<file path="src/design/mrh_pkg.sv">
// ----------------------------------------------------------------------------
// mrh_pkg
// Shared types, constants and the mod 2^61-1 fold for the rolling hash table.
// ----------------------------------------------------------------------------
package mrh_pkg;

  localparam int HASH_W    = 61;
  localparam int CHAR_W    = 8;
  localparam int IDX_W     = 11;
  localparam int CMD_W     = 2;
  localparam int ACC_W     = 64;
  localparam int PROD_W    = 62;
  localparam int HALF_LO_W = 31;
  localparam int HALF_HI_W = 30;
  localparam int PADDR_W   = 4;
  localparam int PDATA_W   = 64;

  localparam logic [HASH_W-1:0] HASH_MOD   = {HASH_W{1'b1}};
  localparam logic [HASH_W-1:0] BASE_RESET = 61'd1000000007;
  localparam logic [HASH_W-1:0] POW_ZERO   = 61'd1;

  localparam logic [CMD_W-1:0] CMD_APPEND = 2'd0;
  localparam logic [CMD_W-1:0] CMD_QUERY  = 2'd1;
  localparam logic [CMD_W-1:0] CMD_CLEAR  = 2'd2;

  // register index taken from the top address bit
  localparam logic REG_HASH_BASE = 1'b0;

  typedef enum logic [2:0] {
    ST_IDLE,
    ST_DECODE,
    ST_QLOAD,
    ST_LOAD,
    ST_MUL1,
    ST_MUL2,
    ST_DONE
  } mrh_state_t;

  typedef struct packed {
    logic              start;
    logic [HASH_W-1:0] a;
    logic [HASH_W-1:0] b;
  } mrh_mul_req_t;

  typedef struct packed {
    logic              busy;
    logic              done;
    logic [HASH_W-1:0] value;
  } mrh_mul_rsp_t;

  // Reduce a 64-bit value to [0, P), P = 2^61-1.
  function automatic logic [HASH_W-1:0] fold_mod(input logic [ACC_W-1:0] v);
    logic [HASH_W:0] s;
    s = {1'b0, v[HASH_W-1:0]} + (HASH_W+1)'(v[ACC_W-1:HASH_W]);
    if (s >= {1'b0, HASH_MOD}) begin
      s = s - {1'b0, HASH_MOD};
    end
    return s[HASH_W-1:0];
  endfunction

endpackage

</file>
<file path="src/design/mrh_mulmod.sv">
// ----------------------------------------------------------------------------
// mrh_mulmod
// a*b mod 2^61-1 on one 31x31 multiplier: four partial products, then fold.
// ----------------------------------------------------------------------------
module mrh_mulmod (
  input  logic                  clk,
  input  logic                  rst_n,
  input  mrh_pkg::mrh_mul_req_t req,
  output mrh_pkg::mrh_mul_rsp_t rsp
);
  import mrh_pkg::*;

  localparam int STEP_W    = 3;
  localparam int MID_SPLIT = HALF_HI_W;
  localparam logic [STEP_W-1:0] STEP_LAST_PP = 3'd3;
  localparam logic [STEP_W-1:0] STEP_FOLD    = 3'd5;

  // partial product kinds
  localparam logic [1:0] PP_LL = 2'd0;
  localparam logic [1:0] PP_LH = 2'd1;
  localparam logic [1:0] PP_HL = 2'd2;
  localparam logic [1:0] PP_HH = 2'd3;

  logic [HASH_W-1:0]    a_r;
  logic [HASH_W-1:0]    b_r;
  logic [STEP_W-1:0]    step_r;
  logic                 run_r;
  logic                 pv_r;
  logic                 done_r;
  logic [1:0]           pk_r;
  logic [PROD_W-1:0]    prod_r;
  logic [ACC_W-1:0]     acc_r;
  logic [HASH_W-1:0]    res_r;
  logic [HALF_LO_W-1:0] mul_x;
  logic [HALF_LO_W-1:0] mul_y;
  logic [ACC_W-1:0]     term;

  always_comb begin
    unique case (step_r[1:0])
      PP_LL: begin
        mul_x = a_r[HALF_LO_W-1:0];
        mul_y = b_r[HALF_LO_W-1:0];
      end
      PP_LH: begin
        mul_x = a_r[HALF_LO_W-1:0];
        mul_y = {1'b0, b_r[HASH_W-1:HALF_LO_W]};
      end
      PP_HL: begin
        mul_x = {1'b0, a_r[HASH_W-1:HALF_LO_W]};
        mul_y = b_r[HALF_LO_W-1:0];
      end
      PP_HH: begin
        mul_x = {1'b0, a_r[HASH_W-1:HALF_LO_W]};
        mul_y = {1'b0, b_r[HASH_W-1:HALF_LO_W]};
      end
    endcase
  end

  // weight 2^62 folds to 2, weight 2^31 splits around bit 61
  always_comb begin
    unique case (pk_r)
      PP_LL:        term = ACC_W'(prod_r);
      PP_LH, PP_HL: term = ACC_W'(prod_r[PROD_W-1:MID_SPLIT])
                         + ACC_W'({prod_r[MID_SPLIT-1:0], {HALF_LO_W{1'b0}}});
      PP_HH:        term = ACC_W'({prod_r, 1'b0});
    endcase
  end

  always_ff @(posedge clk) begin
    if (!rst_n) begin
      run_r  <= 1'b0;
      pv_r   <= 1'b0;
      done_r <= 1'b0;
      step_r <= '0;
    end else begin
      done_r <= 1'b0;
      if (req.start) begin
        run_r  <= 1'b1;
        pv_r   <= 1'b0;
        step_r <= '0;
      end else if (run_r) begin
        step_r <= step_r + STEP_W'(1);
        pv_r   <= (step_r <= STEP_LAST_PP);
        if (step_r == STEP_FOLD) begin
          run_r  <= 1'b0;
          done_r <= 1'b1;
        end
      end
    end
  end

  always_ff @(posedge clk) begin
    if (req.start) begin
      a_r   <= req.a;
      b_r   <= req.b;
      acc_r <= '0;
    end else if (run_r) begin
      if (step_r <= STEP_LAST_PP) begin
        prod_r <= PROD_W'(mul_x) * PROD_W'(mul_y);
        pk_r   <= step_r[1:0];
      end
      if (pv_r) begin
        acc_r <= acc_r + term;
      end
      if (step_r == STEP_FOLD) begin
        res_r <= fold_mod(acc_r);
      end
    end
  end

  assign rsp.busy  = run_r;
  assign rsp.done  = done_r;
  assign rsp.value = res_r;

endmodule

</file>
<file path="config.mk">
export PLATFORM = sky130hd
export DESIGN_NAME = mrh_mulmod
export DESIGN_NICKNAME = d
export VERILOG_FILES = /design/src/design/mrh_pkg.sv /design/src/design/mrh_mulmod.sv
export SDC_FILE = /design/constraint.sdc
export NUM_CORES = 2
export LEC_CHECK = 0
export BUFFER_PORTS_ARGS = -buffer_cell sky130_fd_sc_hd__buf_2
export CORE_UTILIZATION = 60
export CTS_BUF_LIST = sky130_fd_sc_hd__clkbuf_2
export DETAILED_ROUTE_END_ITERATION = 10
export GPL_ROUTABILITY_DRIVEN = 0
export PLACE_DENSITY = 0.85
export SLEW_MARGIN = 10
export SYNTH_ARGS = -nofsm -noshare
export SYNTH_HDL_FRONTEND = slang
export SYNTH_SLANG_ARGS = --single-unit
</file>
<file path="constraint.sdc">
create_clock -name clk -period 11.9 [get_ports clk]
set_input_delay 1.19 -clock clk [delete_from_list [all_inputs] [get_ports clk]]
set_output_delay 1.19 -clock clk [all_outputs]
set_load 0.02 [all_outputs]
</file>
# Word level (Yosys, flattened, before mapping)
# Cells that the tools add are included.
# op_classes
n_addsub,5
n_mul,1
n_lt_le_gt_ge,2
eq_ne,7
n_mux,8
bitwise,3
n_reduce_logical,12
# op_table
operator,count
one-hot mux 64 bit (3 select lines),1
one-hot mux 31 bit (2 select lines),2
adder 64 bit,1
adder 32 x 61 -> 62 bit,1
adder 61 x 3 -> 62 bit,1
greater-or-equal comparator 62 x 61 -> 1 bit (second input constant),1
multiplier 31 x 31 -> 62 bit,1
two-way mux 61 bit,1
subtractor 61 bit (second input constant),1
OR reduction 2 bit,6
equality test 2 bit (second input constant),4
AND reduction 3 bit,2
equality test 2 x 1 -> 1 bit (second input constant),2
logical NOT 2 bit,2
two-way mux 1 bit,4
adder 3 x 1 -> 3 bit (second input constant),1
equality test 3 bit (second input constant),1
less-or-equal comparator 3 x 2 -> 1 bit (second input constant),1
inverter 1 bit,3
OR reduction 3 bit,1
AND reduction 2 bit,1
# word_totals
regBits,317
in_bits,125
out_inout_bits,63
elab_cells,48

# Logic depth before layout (Yosys ltp)
# logic_depth
depth_word,4
mapped_depth,36

# Worst setup path after synthesis
# Ideal clock, no wire load.
# synth_path
path_kind,reg2reg
start,reg step_r[0]
end,"reg prod_r[60], data pin"
arrival_ns,9.223
t_required_ns,11.637
setup_slack_ns,2.414
stages_incl_launch_ff,33
cell_sequence,dfxtp_1 -> inv_1 -> ha_1 -> nor2_1 -> clkbuf_1 -> clkbuf_1 -> mux2i_1 -> clkbuf_1 -> nor2_1 -> fa_1 -> fa_1 -> fa_1 -> inv_1 -> fa_1 -> inv_1 -> fa_1 -> fa_1 -> fa_1 -> inv_1 -> fa_1 -> inv_1 -> ha_1 -> clkbuf_1 -> a21o_1 -> a21o_1 -> a21o_1 -> nor4_1 -> a21oi_1 -> a21oi_1 -> o21ai_0 -> a221o_1 -> a311oi_1 -> xnor2_1
# synth_via
elab_chain_cells,4
elab_cells_between_ends,11
classes_between,1 x mul; 3 x eq/ne; 2 x mux; 5 x reduce/logical
# synth_rtl
element,line_no,source
start: declaration,mrh_mulmod.sv:26,logic [STEP_W-1:0] step_r;
start signal: assignment,mrh_mulmod.sv:82,step_r <= step_r + STEP_W'(1);
equality test 2 bit (tied with other cells),mrh_mulmod.sv:39,unique case (step_r[1:0])
OR reduction 2 bit (no source line),n/a,
one-hot mux 31 bit (2 select lines),mrh_mulmod.sv:39,
multiplier 31 x 31 -> 62 bit *,mrh_mulmod.sv:99,prod_r <= PROD_W'(mul_x) * PROD_W'(mul_y);
end signal: assignment,mrh_mulmod.sv:99,
end: declaration,mrh_mulmod.sv:31,logic [PROD_W-1:0] prod_r;
# Every way passes the cells marked *; elsewhere a longest branch is shown, timed or not.
# A chain may end at the register's enable or synchronous reset.

# Worst setup path after layout
# layout_path
start,reg step_r[1]
end,"reg prod_r[59], data pin"
# The elaborated chain is that of the path after synthesis.

==> impl_metrics.prom <==
# TYPE chip_impl_metric gauge
chip_impl_metric{name="grt_pass1_wl",unit="um"} 241000
chip_impl_metric{name="largest_clock_skew_in_the_final_design",unit="ps"} 191.0
chip_impl_info{name="failed_checks",value="negative hold slack"} 1
chip_impl_metric{name="dr_total_vias",unit=""} 41480
chip_impl_info{name="tritoncts",value="yes"} 1
chip_impl_metric{name="design.core.area",unit="um^2"} 79520
chip_impl_metric{name="detailedRoute.firstPassIterationCount",unit=""} 10
chip_impl_metric{name="finalCriticalPeriod",unit="ps"} 10810
chip_impl_metric{name="fraction_of_layout_cells_with_a_size_suffix_above_1",unit="%"} 9.557
chip_impl_metric{name="post_synth_cell_types",unit=""} 68
chip_impl_metric{name="number_of_nets_in_the_synthesized_netlist",unit=""} 6638
chip_impl_info{name="cell_with_the_largest_stage_delay_on_the_worst_path",value="mux2i_1"} 1
chip_impl_metric{name="placed_area",unit="um^2"} 50620
chip_impl_metric{name="nets_finish",unit=""} 6732
chip_impl_info{name="run_status",value="complete, but fails checks"} 1
chip_impl_metric{name="syn-instance-count",unit=""} 5344
chip_impl_metric{name="worstPathRequired",unit="ps"} 12910
chip_impl_metric{name="slowest_delay",unit="ps"} 960
chip_impl_metric{name="cts-buffers-inserted",unit=""} 85
chip_impl_info{name="yosysMostFrequentCell",value="inv_1"} 1
chip_impl_metric{name="max_clock_freq",unit="GHz"} 0.09255
chip_impl_metric{name="die_width",unit="um"} 286.5
chip_impl_metric{name="maximum_clock_path_buffer_count",unit=""} 3
chip_impl_metric{name="fin_hold_ws",unit="ps"} -1.649
chip_impl_metric{name="maximum_capacitance_violations",unit=""} 0
chip_impl_info{name="ys_top_cells_by_area",value="fa_1 (35%), edfxtp_1 (15%), ha_1 (8.5%)"} 1
chip_impl_info{name="unrepaired_setup_endpoints_after_global_routing",value="false"} 1
chip_impl_metric{name="cts.htree.levels",unit=""} 3
chip_impl_metric{name="setup_tns",unit="ps"} 0
chip_impl_metric{name="insertion_delay",unit="ps"} 1370
chip_impl_metric{name="routed_wl",unit="um"} 159700
chip_impl_metric{name="post_drt_via_cell_ratio",unit=""} 6.325
chip_impl_metric{name="route.detailed.wl_per_inst",unit="um"} 24.36
chip_impl_metric{name="postSynthAreaPerCell",unit="um^2"} 9.089
chip_impl_metric{name="tritoncts_num_sinks",unit=""} 317
chip_impl_metric{name="synth_seq_area_share",unit="%"} 18.16
chip_impl_metric{name="post_synth_instance_area",unit="um^2"} 48570
chip_impl_metric{name="rows",unit=""} 103
chip_impl_metric{name="cts_resized",unit=""} 0
chip_impl_metric{name="arrival",unit="ps"} 11820
chip_impl_metric{name="grt_antenna_before_repair",unit=""} 7
chip_impl_metric{name="slew_headroom",unit="%"} 6.829
chip_impl_info{name="worstSetupPathType",value="reg -> reg"} 1
chip_impl_metric{name="final_min_period_over_clock_period",unit="%"} 90.80
chip_impl_info{name="crit_path_start_kind",value="flip-flop"} 1
chip_impl_metric{name="ant_nets",unit=""} 0
chip_impl_metric{name="postLayoutSetupSlackWorst",unit="ps"} 1095
chip_impl_metric{name="initial_utilization",unit="%"} 61.08
chip_impl_metric{name="grtUsageTotal",unit="%"} 39.40
chip_impl_info{name="worst_setup_path_end_kind",value="flip-flop"} 1
chip_impl_metric{name="synth.yosys.warnings",unit=""} 0
chip_impl_info{name="clock-root-buffer",value="clkbuf_2"} 1
chip_impl_info{name="netlist.top_cell.by_area",value="fa_1"} 1
chip_impl_metric{name="place_ws",unit="ps"} 1554
chip_impl_metric{name="finalMaxSlewViolations",unit=""} 0
chip_impl_metric{name="tightest_slew",unit="ps"} 1370
chip_impl_metric{name="drc",unit=""} 0
chip_impl_metric{name="synth-edff-count",unit=""} 247
chip_impl_metric{name="postSynthRegisterBits",unit=""} 317
chip_impl_info{name="hold_path.class",value="in -> reg"} 1
chip_impl_metric{name="drt_iter0_markers",unit=""} 5838
chip_impl_metric{name="die_height",unit="um"} 286.5
chip_impl_info{name="critical-path-top-cell-by-count",value="fa_1"} 1
chip_impl_metric{name="critical_path.max_fanout",unit=""} 22
chip_impl_metric{name="place.port_buffers",unit=""} 187
chip_impl_metric{name="global_route.overflow_total",unit=""} 0
chip_impl_metric{name="maximum_number_of_pins_on_one_net_before_global_route_repair",unit=""} 126
chip_impl_metric{name="dpl.hpwl",unit="um"} 121400
chip_impl_info{name="synth-main-ff-cell",value="edfxtp_1"} 1
chip_impl_metric{name="ioPinCount",unit=""} 188
chip_impl_metric{name="clkTransAtPathRegs",unit="ps"} 110
chip_impl_metric{name="die-area",unit="um^2"} 82090
chip_impl_metric{name="layout.cell_area.non_filler",unit="um^2"} 51510
chip_impl_metric{name="hold_violations",unit=""} 1
chip_impl_metric{name="async_set_reset_flop_share_out_of_synthesis",unit="%"} 0
chip_impl_info{name="post_synth_most_frequent_cells",value="inv_1 (859), fa_1 (839), nand2_1 (741), nor2_1 (635), ha_1 (330)"} 1
chip_impl_metric{name="vias_in_the_first_global_route",unit=""} 42270
chip_impl_metric{name="yosysTopAreaCellShare",unit="%"} 34.58
chip_impl_metric{name="setup-violations-final",unit=""} 0
chip_impl_metric{name="area_growth_syn_to_layout",unit="%"} 6.043
-- cell type report --
class	count	area (um^2)
clock inverters	44	260.3
clock buffers	109	545.5
fillers	6084	28010
inverters	859	3224
diodes	4	10.01
flip-flops and latches	317	8818
well taps	1050	1314
multi-input cells	3897	35680
repair buffers	278	1650
-- cells by family after synthesis --
group	Yosys count	synth area share (%)
flops	317	18.16
buf+inv	1130	8.807
xor+xnor	196	3.534
simple gates	1728	15.08
compound gates	680	8.624
mux	124	2.718
fa+ha+maj	1169	43.08
-- path summary, 6_finish.rpt --
path,start,endpoint,slack (ps),cells after the start
worst max-delay path,step_r[1]$_SDFFE_PP0P_,prod_r[59]$_DFFE_PP_,1090,29
worst max register to register,step_r[1]$_SDFFE_PP0P_,prod_r[59]$_DFFE_PP_,1090,29
worst min register to register,acc_r[59]$_SDFFE_PP0P_,acc_r[59]$_SDFFE_PP0P_,530,2
worst min-delay path,req[97],a_r[36]$_DFFE_PP_,-2,1
-- timing repair --
item,CTS,global route
setup buffers,0,0
endpoints found under the setup margin,0,0
endpoints found under the hold margin,0,5
hold buffers,0,5
-- flip-flops by register name (all words and copies together) (netlist names) --
signal  count
a_r        61
acc_r      64
b_r        61
done_r      1
pk_r        2
prod_r     62
pv_r        1
res_r      61
run_r       1
step_r      3
-- per-layer routing --
layer / GRT usage (%) / vias up / part of all wire [%]
met3: 17.55 / 1140 / 15
met4: 29.93 / 6 / 10
met2: 58.37 / 3406 / 42
met5: 1.512 / - / 0.11
met1: 44.59 / 19680 / 32
li1: - / 17250 / -
-- through the flow --
| step | utilization (%) | cells | hold WS (ps) |
|---|---|---|---|
| 2_1_floorplan | - | 5344 | 457.9 |
| 3_3_place_gp | 63.67 | 6396 | 502.3 |
| 3_5_place_dp | 63.67 | 6396 | 512.2 |
| 4_1_cts | 64.68 | 6549 | 30.91 |
| 5_1_grt | 64.78 | 6558 | -1.762 |
| 6_report | 64.78 | 6558 | -1.649 |
-- critical path: cells and delay by family, from the launching register on --
kind / cells / cell delay (ps)
fa+ha+maj: 10 / 4730
compound gates: 10 / 2510
simple gates: 2 / 1010
mux: 1 / 960
buf+inv: 6 / 750
flops: 1 / 450
-- cell usage in the layout (no fill, tap or decap), drive strengths merged, types with 9 or more instances in the layout --
cell type / count
o211ai: 9
nor2: 636
a211oi: 21
nand4: 67
a31oi: 20
o21ai: 158
a221oi: 12
and3: 38
xnor2: 120
and2: 22
a21oi: 234
buf: 273
nand3: 74
xor2: 76
nand2b: 18
ha: 330
clkbuf: 109
edfxtp: 247
a21o: 81
dfxtp: 70
nor3: 48
mux2: 63
fa: 839
inv: 862
clkinv: 39
mux2i: 61
nor4: 18
a22oi: 54
nand2: 741
nor2b: 22
o21bai: 29
Power is not shown: default switching activity piles up to over one toggle a cycle in this logic, so the estimate is an artifact.
